**src/rtl/core/ulcp_pkg.sv**
```systemverilog
// Shared constants, result type and character-class helpers for the UART LED
// command parser. No dependencies.

package ulcp_pkg;

  // Line and pin limits
  localparam int unsigned LineMax  = 50;
  localparam int unsigned PinCount = 8;
  localparam int unsigned LedWidth = 8;
  localparam int unsigned PinLimit = (PinCount < LedWidth) ? PinCount : LedWidth;

  localparam logic [5:0] LenLimit = 6'(LineMax - 1);
  localparam logic [7:0] PinBound = 8'(PinLimit);
  localparam logic [5:0] CharMax  = 6'd63;
  localparam logic [2:0] TokMax   = 3'd7;

  // Token numbers as counted after the token has started
  localparam logic [2:0] TokKey    = 3'd2;
  localparam logic [2:0] TokAction = 3'd3;
  localparam logic [2:0] TokPin    = 3'd4;

  // Character codes
  localparam logic [7:0] CharCr    = 8'd13;
  localparam logic [7:0] CharNul   = 8'd0;
  localparam logic [7:0] CharOpen  = 8'h5B;  // '['
  localparam logic [7:0] CharAt    = 8'h40;  // '@'
  localparam logic [7:0] CharClose = 8'h5D;  // ']'
  localparam logic [7:0] CharSpace = 8'h20;
  localparam logic [7:0] CharTab   = 8'd9;
  localparam logic [7:0] CharLf    = 8'd10;
  localparam logic [7:0] CharVt    = 8'd11;
  localparam logic [7:0] CharFf    = 8'd12;
  localparam logic [7:0] CharPlus  = 8'h2B;
  localparam logic [7:0] CharMinus = 8'h2D;
  localparam logic [7:0] CharZero  = 8'h30;
  localparam logic [7:0] CharNine  = 8'h39;
  localparam logic [7:0] CharL     = 8'h4C;
  localparam logic [7:0] CharE     = 8'h45;
  localparam logic [7:0] CharD     = 8'h44;
  localparam logic [7:0] CharO     = 8'h4F;
  localparam logic [7:0] CharN     = 8'h4E;

  // Number parse phases
  localparam logic [1:0] NumSpace = 2'd0;
  localparam logic [1:0] NumSign  = 2'd1;
  localparam logic [1:0] NumDigit = 2'd2;
  localparam logic [1:0] NumDone  = 2'd3;

  typedef struct packed {
    logic [LedWidth-1:0] led_state;
    logic                command_ok;
    logic                line_overflow;
  } result_t;

  function automatic logic is_delim(input logic [7:0] c);
    return (c == CharOpen) || (c == CharAt) || (c == CharClose);
  endfunction

  function automatic logic is_space(input logic [7:0] c);
    return (c == CharSpace) || (c == CharTab) || (c == CharLf) ||
           (c == CharVt) || (c == CharFf);
  endfunction

  function automatic logic is_digit(input logic [7:0] c);
    return (c >= CharZero) && (c <= CharNine);
  endfunction

  function automatic logic [7:0] key_char(input logic [1:0] idx);
    logic [7:0] ch;
    case (idx)
      2'd0:    ch = CharL;
      2'd1:    ch = CharE;
      default: ch = CharD;
    endcase
    return ch;
  endfunction

  function automatic logic [7:0] on_char(input logic idx);
    return idx ? CharN : CharO;
  endfunction

endpackage

```
**src/rtl/core/ulcp_parse.sv**
```systemverilog
// Per-line parse state: tokenizer, keyword match, pin number and LED register.
// Depends on ulcp_pkg.

module ulcp_parse (
  input  logic                clk_i,
  input  logic                rst_ni,
  input  logic                step_i,
  input  logic [7:0]          byte_i,
  output ulcp_pkg::result_t   result_o
);

  logic [2:0] tok_q, tok_d;
  logic [5:0] cit_q, cit_d;
  logic       inside_q, inside_d;
  logic       key_q, key_d;
  logic       act_q, act_d;
  logic [7:0] acc_q, acc_d;
  logic [1:0] phase_q, phase_d;
  logic       neg_q, neg_d;
  logic [5:0] len_q, len_d;
  logic       nul_q, nul_d;
  logic       drop_q, drop_d;
  logic [ulcp_pkg::LedWidth-1:0] led_q, led_d;

  logic        fin_key, fin_act;
  logic [2:0]  tok_n;
  logic [5:0]  cit_n;
  logic [11:0] prod;
  logic [7:0]  pin;
  logic        pin_ok, ok;
  logic [ulcp_pkg::LedWidth-1:0] led_new, pin_mask;

  // Effect of closing the current token
  assign fin_key = key_q & ~(inside_q && tok_q == ulcp_pkg::TokKey && cit_q != 6'd3);
  assign fin_act = act_q & ~(inside_q && tok_q == ulcp_pkg::TokAction && cit_q != 6'd2);

  assign tok_n = inside_q ? tok_q : ((tok_q == ulcp_pkg::TokMax) ? tok_q : tok_q + 3'd1);
  assign cit_n = inside_q ? cit_q : 6'd0;

  // acc * 10 + digit, saturated to 8 bits below
  assign prod = ({4'd0, acc_q} << 3) + ({4'd0, acc_q} << 1) + {8'd0, byte_i[3:0]};

  // Line-end evaluation
  assign pin    = (tok_q >= ulcp_pkg::TokPin) ? acc_q : 8'd0;
  assign pin_ok = ~(neg_q && pin != 8'd0) && (pin < ulcp_pkg::PinBound);
  assign ok     = (tok_q >= ulcp_pkg::TokAction) && fin_key && pin_ok;

  always_comb begin
    pin_mask = '0;
    pin_mask[pin[$clog2(ulcp_pkg::LedWidth)-1:0]] = 1'b1;
    if (!ok) begin
      led_new = led_q;
    end else if (fin_act) begin
      led_new = led_q | pin_mask;
    end else begin
      led_new = led_q & ~pin_mask;
    end
  end

  assign result_o.led_state     = led_new;
  assign result_o.command_ok    = ok;
  assign result_o.line_overflow = drop_q;

  always_comb begin
    tok_d    = tok_q;
    cit_d    = cit_q;
    inside_d = inside_q;
    key_d    = key_q;
    act_d    = act_q;
    acc_d    = acc_q;
    phase_d  = phase_q;
    neg_d    = neg_q;
    len_d    = len_q;
    nul_d    = nul_q;
    drop_d   = drop_q;
    led_d    = led_q;
    if (step_i) begin
      if (byte_i == ulcp_pkg::CharCr) begin
        led_d    = led_new;
        tok_d    = 3'd0;
        cit_d    = 6'd0;
        inside_d = 1'b0;
        key_d    = 1'b1;
        act_d    = 1'b1;
        acc_d    = 8'd0;
        phase_d  = ulcp_pkg::NumSpace;
        neg_d    = 1'b0;
        len_d    = 6'd0;
        nul_d    = 1'b0;
        drop_d   = 1'b0;
      end else if (nul_q || len_q >= ulcp_pkg::LenLimit) begin
        drop_d = 1'b1;
      end else begin
        len_d = len_q + 6'd1;
        if (byte_i == ulcp_pkg::CharNul) begin
          nul_d = 1'b1;
        end else if (ulcp_pkg::is_delim(byte_i)) begin
          key_d    = fin_key;
          act_d    = fin_act;
          inside_d = 1'b0;
        end else begin
          tok_d    = tok_n;
          inside_d = 1'b1;
          cit_d    = (cit_n == ulcp_pkg::CharMax) ? cit_n : cit_n + 6'd1;
          if (tok_n == ulcp_pkg::TokKey) begin
            if (cit_n >= 6'd3 || ulcp_pkg::key_char(cit_n[1:0]) != byte_i) begin
              key_d = 1'b0;
            end
          end else if (tok_n == ulcp_pkg::TokAction) begin
            if (cit_n >= 6'd2 || ulcp_pkg::on_char(cit_n[0]) != byte_i) begin
              act_d = 1'b0;
            end
          end else if (tok_n == ulcp_pkg::TokPin) begin
            if (phase_q == ulcp_pkg::NumSpace && ulcp_pkg::is_space(byte_i)) begin
              // skip leading white space
            end else if (phase_q == ulcp_pkg::NumSpace &&
                         (byte_i == ulcp_pkg::CharPlus || byte_i == ulcp_pkg::CharMinus)) begin
              neg_d   = (byte_i == ulcp_pkg::CharMinus);
              phase_d = ulcp_pkg::NumSign;
            end else if (phase_q == ulcp_pkg::NumDone) begin
              // number finished, ignore the rest
            end else if (!ulcp_pkg::is_digit(byte_i)) begin
              phase_d = ulcp_pkg::NumDone;
            end else begin
              acc_d   = (prod > 12'd255) ? 8'd255 : prod[7:0];
              phase_d = ulcp_pkg::NumDigit;
            end
          end
        end
      end
    end
  end

  always_ff @(posedge clk_i or negedge rst_ni) begin
    if (!rst_ni) begin
      tok_q    <= 3'd0;
      cit_q    <= 6'd0;
      inside_q <= 1'b0;
      key_q    <= 1'b1;
      act_q    <= 1'b1;
      acc_q    <= 8'd0;
      phase_q  <= ulcp_pkg::NumSpace;
      neg_q    <= 1'b0;
      len_q    <= 6'd0;
      nul_q    <= 1'b0;
      drop_q   <= 1'b0;
      led_q    <= '0;
    end else begin
      tok_q    <= tok_d;
      cit_q    <= cit_d;
      inside_q <= inside_d;
      key_q    <= key_d;
      act_q    <= act_d;
      acc_q    <= acc_d;
      phase_q  <= phase_d;
      neg_q    <= neg_d;
      len_q    <= len_d;
      nul_q    <= nul_d;
      drop_q   <= drop_d;
      led_q    <= led_d;
    end
  end

endmodule

```
**src/rtl/core/uart_led_command_parser.sv**
```systemverilog
// UART LED command parser: one received byte per beat, one result beat per line.
// Each byte is captured in the input register and parsed from there; the result
// for a carriage return is then loaded into the result register.
// Throughput: one byte per cycle; a carriage return waits only while the result
// register holds an untaken beat. Reset clears the LEDs and all line state.
// Depends on ulcp_pkg and ulcp_parse.

module uart_led_command_parser (
  input  logic       clk_i,
  input  logic       rst_ni,
  input  logic       in_valid_i,
  output logic       in_stall_o,
  input  logic [7:0] rx_byte_i,
  output logic       out_valid_o,
  input  logic       out_stall_i,
  output logic [7:0] led_state_o,
  output logic       command_ok_o,
  output logic       line_overflow_o
);

  // Input register
  logic       in_valid_q;
  logic [7:0] in_byte_q;

  // Result register
  logic              out_valid_q;
  ulcp_pkg::result_t out_q;
  ulcp_pkg::result_t result;

  logic out_free;  // result register can take a beat at this edge
  logic is_cr;
  logic step;      // parse the held byte at this edge

  assign out_free = ~out_valid_q | ~out_stall_i;
  assign is_cr    = (in_byte_q == ulcp_pkg::CharCr);
  // Plain bytes never produce a beat, so only a carriage return waits on the output.
  assign step     = in_valid_q & (~is_cr | out_free);

  // Hold the input register while its byte cannot advance.
  assign in_stall_o = in_valid_q & ~step;

  ulcp_parse u_parse (
    .clk_i    (clk_i),
    .rst_ni   (rst_ni),
    .step_i   (step),
    .byte_i   (in_byte_q),
    .result_o (result)
  );

  always_ff @(posedge clk_i or negedge rst_ni) begin
    if (!rst_ni) begin
      in_valid_q <= 1'b0;
    end else if (!in_stall_o) begin
      in_valid_q <= in_valid_i;
    end
  end

  always_ff @(posedge clk_i) begin
    if (!in_stall_o && in_valid_i) begin
      in_byte_q <= rx_byte_i;
    end
  end

  // Load a line result on carriage return; drop the valid once taken.
  always_ff @(posedge clk_i or negedge rst_ni) begin
    if (!rst_ni) begin
      out_valid_q <= 1'b0;
    end else if (out_free) begin
      out_valid_q <= step & is_cr;
    end
  end

  always_ff @(posedge clk_i or negedge rst_ni) begin
    if (!rst_ni) begin
      out_q <= '0;
    end else if (out_free && step && is_cr) begin
      out_q <= result;
    end
  end

  assign out_valid_o     = out_valid_q;
  assign led_state_o     = out_q.led_state;
  assign command_ok_o    = out_q.command_ok;
  assign line_overflow_o = out_q.line_overflow;

endmodule

```
**config.mk**
```make
export PLATFORM = sky130hd
export DESIGN_NAME = uart_led_command_parser
export DESIGN_NICKNAME = d
export VERILOG_FILES = /design/src/rtl/core/ulcp_pkg.sv /design/src/rtl/core/ulcp_parse.sv /design/src/rtl/core/uart_led_command_parser.sv
export SDC_FILE = /design/constraint.sdc
export NUM_CORES = 1
export LEC_CHECK = 0
export ABC_AREA = 1
export BUFFER_PORTS_ARGS = -buffer_cell sky130_fd_sc_hd__buf_4
export CAP_MARGIN = 0
export CORE_UTILIZATION = 57
export CTS_BUF_LIST = sky130_fd_sc_hd__clkbuf_4 sky130_fd_sc_hd__clkbuf_8
export CTS_CLUSTER_SIZE = 30
export DETAILED_ROUTE_END_ITERATION = 7
export GPL_TIMING_DRIVEN = 0
export PLACE_DENSITY = 0.78
export SETUP_SLACK_MARGIN = 0.1
export SLEW_MARGIN = 30
export SYNTH_ARGS = -nofsm -noshare
export SYNTH_HDL_FRONTEND = slang
export SYNTH_SLANG_ARGS = --single-unit
export TNS_END_PERCENT = 20
```
**constraint.sdc**
```tcl
create_clock -name clk_i -period 2.42 [get_ports clk_i]
set_clock_uncertainty 0.05 [all_clocks]
set_input_delay 0.121 -clock clk_i [delete_from_list [all_inputs] [get_ports clk_i]]
set_output_delay 0.121 -clock clk_i [all_outputs]
set_load 0.005 [all_outputs]
```
==> reports/metrics.yaml <==
outcome: "complete, but fails checks"
violations: "setup timing"
cts_buffers: 9
cts-root-buf: "clkbuf_8"
reg2reg_to: "u_parse.acc_q[7]$_DFFE_PN0P_"
grt_pass1_wl_um: 16300
dr.pass1.iters: 5
cp-start-kind: "flip-flop"
initial_core_util: 0.605
die_w_um: 85.3
fmax_mhz: 399
top_usage_layer: "met2"
grt_pass1_vias: 3738
cp_max_fo: 8
slew_headroom: 0.569
fin_crit_sh: 1.04
grt_overflow_total: 0
leakage_nw: 2.57
ys_seq_elements: 59
setup_viol: 8
synthArstFlopShare: 0.864
area_delta_synth_final_pct: 19.3
synth_area_um2: 3950
cts_sinks: 59
cts_tree: "done"
crit_top_cell: "nand2_1"
hold_path_class: "input port to async pin"
fp.dieH_um: 85.3
syn_nets: 587
whs_ns: 0.279
tightest_slew_ns: 0.646
hold_viol: 0
grt_max_degree: 52
cp.required_ns: 2.65
setup_tns_ns: -0.470
r2r_cells: 12
finalCriticalPeriod_ns: 2.51
worst_slack_ns: -0.0854
clock_latency_ns: 0.35
portBuffers: 23
critPathSlowestCell: "fa_2"
crit_buf_inv: 1
synth-main-ff-cell: "dfrtp_1"
fin_util: 0.722
place_ws_ns: -0.135
grt_antenna_before_repair: 0
yosysWarnings: 0
place_congestion: 0.891
ir_drop_v: 0.000375
grt.met1_usage: 0.348
drv_cap: 0
placed_area_um2: 4230
drt_iter0_drc: 314
powerDensity_nw_per_um2: 537
path_cells: "fa_2, fa_2, nand3_2, nand3_2, nand2_1, nand2_1, buf_4, nor2_1, nor2_4, nand3_1, nand3_1, nand2_1"
num_rows: 29
cts.path.max_buffers: 2
clkTransAtPathRegs_ns: 0.07
final_max_slew_viol_count: 0
cp_data_arrival_time_ns: 2.74
grt_setup_unrepaired: "true"
h-tree-depth: 3
syn_area_per_cell_um2: 7.20
rr_startpoint: "u_parse.acc_q[0]$_DFFE_PN0P_"
cpLargestDelayFamily: "adder cells"
ios: 24
ys_seq_area_frac: 0.384
grt_use_met2: 0.482
fin_area_um2: 4720
grtUsageMet3: 0.0506
drive_gt1_frac: 0.170
vias: 3752
ff2ff_setup_slack_ns: -0.09
dp_hpwl_um: 6590
crit_path_end_kind: "flip-flop"
fp.coreArea_um2: 6530
max_stage_delay_ns: 0.52
finalWirelength_um: 9590
n_fill_cell: 518
crit_type: "flip-flop to flip-flop"
diodes: 0
synth_cell_type_count: 37
fin_nets: 645
die-area_um2: 7270
track_usage: 0.287
vias_per_cell: 5.45
synth_edf_count: 8
ant_nets: 0
drc: 0
synth_cells: 549
avgRoutedWirePerCell_um: 13.9
## kinds of logic after synthesis
logic type | share of synthesized area
XOR/XNOR | 0.0200
AND/OR/NAND/NOR | 0.365
buffers and inverters | 0.0776
flip-flops | 0.384
adder cells (fa/ha/maj) | 0.0861
AO/OA/AOI/OAI | 0.0665
## cells in the final DEF, fill, tap and decap left out, drive strengths merged, types with 3 or more instances in the layout
| cell | count |
|---|---|
| clkinv | 4 |
| inv | 67 |
| clkbuf | 10 |
| dlygate4sd3 | 11 |
| nand2 | 206 |
| nor3 | 6 |
| xnor2 | 7 |
| o211ai | 3 |
| nand4 | 8 |
| ha | 24 |
| nand3 | 60 |
| dfrtp | 49 |
| edfxtp | 8 |
| o21ai | 25 |
| buf | 44 |
| a21oi | 11 |
| nor2 | 47 |
| nand3b | 5 |
## where the power goes
| group | switching [W] | internal (W) |
|---|---|---|
| clock network | 0.000419 | 0.000471 |
| logic | 0.000317 | 0.000190 |
| registers | 0.0000580 | 0.00108 |
## Yosys cell counts, types with 2 or more instances
cell / instances / area [um^2]
a21oi_1: 11 / 55.1
a31oi_1: 2 / 12.5
buf_2: 5 / 25.0
buf_6: 2 / 22.5
dfrtp_1: 49 / 1230
dfstp_2: 2 / 52.6
edfxtp_1: 8 / 240
fa_1: 2 / 40.0
ha_1: 24 / 300
inv_1: 62 / 233
inv_2: 4 / 15.0
nand2_1: 201 / 754
nand2_2: 5 / 31.3
nand3_1: 58 / 290
nand3_2: 2 / 20.0
nand3b_1: 5 / 37.5
nand4_1: 8 / 50.1
nor2_1: 42 / 158
nor2_2: 3 / 18.8
nor3_1: 4 / 20.0
o211ai_1: 3 / 22.5
o21a_1: 2 / 15.0
o21ai_0: 16 / 80.1
o21ai_1: 8 / 40.0
o21bai_1: 2 / 15.0
xnor2_1: 7 / 61.3
xor2_1: 2 / 17.5
## cell type report
| cell class | count | area, um^2 | share of cell area |
|---|---|---|---|
| plain buffers | 9 | 58.8 | 0.0125 |
| repair buffers | 47 | 380 | 0.0807 |
| flip-flops and latches | 59 | 1520 | 0.323 |
| multi-input cells | 415 | 2220 | 0.470 |
| clock buffers | 9 | 124 | 0.0263 |
| well taps | 77 | 96.3 | 0.0204 |
| inverters | 66 | 248 | 0.0525 |
| clock inverters | 7 | 67.6 | 0.0143 |
## flip-flops by register name, summed over array words and instances, names as in the netlist
signal / cells
command_ok_o: 1
in_byte_q: 8
in_valid_q: 1
led_state_o: 8
line_overflow_o: 1
out_valid_o: 1
u_parse.acc_q: 8
u_parse.act_q: 1
u_parse.cit_q: 6
u_parse.drop_q: 1
u_parse.inside_q: 1
u_parse.key_q: 1
u_parse.led_q: 8
u_parse.len_q: 6
u_parse.neg_q: 1
u_parse.nul_q: 1
u_parse.phase_q: 2
u_parse.tok_q: 3
## what timing repair did
item / CTS / global route
endpoints found under the hold margin: 59 / 0
hold buffers: 11 / 0
resized for setup: 11 / 10
pin swaps: 8 / 13
buffers inserted: 10 / 3
endpoints found under the setup margin: 8 / 8
## metal layers
layer	vias up	routed length (um)
met2	111	4780
li1	1878	-
met5	-	0
met4	0	359
met1	1731	4060
met3	32	393
## per-stage QoR
step | instances | total power [W]
after detailed placement | 649 | 0.00162
final | 689 | 0.00253
after CTS | 686 | 0.00253
after floorplan | 549 | 0.00150
after global placement | 649 | 0.00160
after global routing | 689 | 0.00267
## worst max path at each step
stage	cells after the start	slack (ns)	start	end
2_1_floorplan	12	0.10	u_parse.acc_q[0]$_DFFE_PN0P_	u_parse.acc_q[0]$_DFFE_PN0P_
3_3_place_gp	12	-0.11	u_parse.acc_q[0]$_DFFE_PN0P_	u_parse.acc_q[6]$_DFFE_PN0P_
3_5_place_dp	12	-0.13	u_parse.acc_q[0]$_DFFE_PN0P_	u_parse.acc_q[6]$_DFFE_PN0P_
4_1_cts	12	0.04	u_parse.acc_q[2]$_DFFE_PN0P_	u_parse.acc_q[7]$_DFFE_PN0P_
5_1_grt	12	-0.17	u_parse.acc_q[0]$_DFFE_PN0P_	u_parse.acc_q[7]$_DFFE_PN0P_
6_report	12	-0.09	u_parse.acc_q[0]$_DFFE_PN0P_	u_parse.acc_q[7]$_DFFE_PN0P_
(Power assumes the default switching activity.)
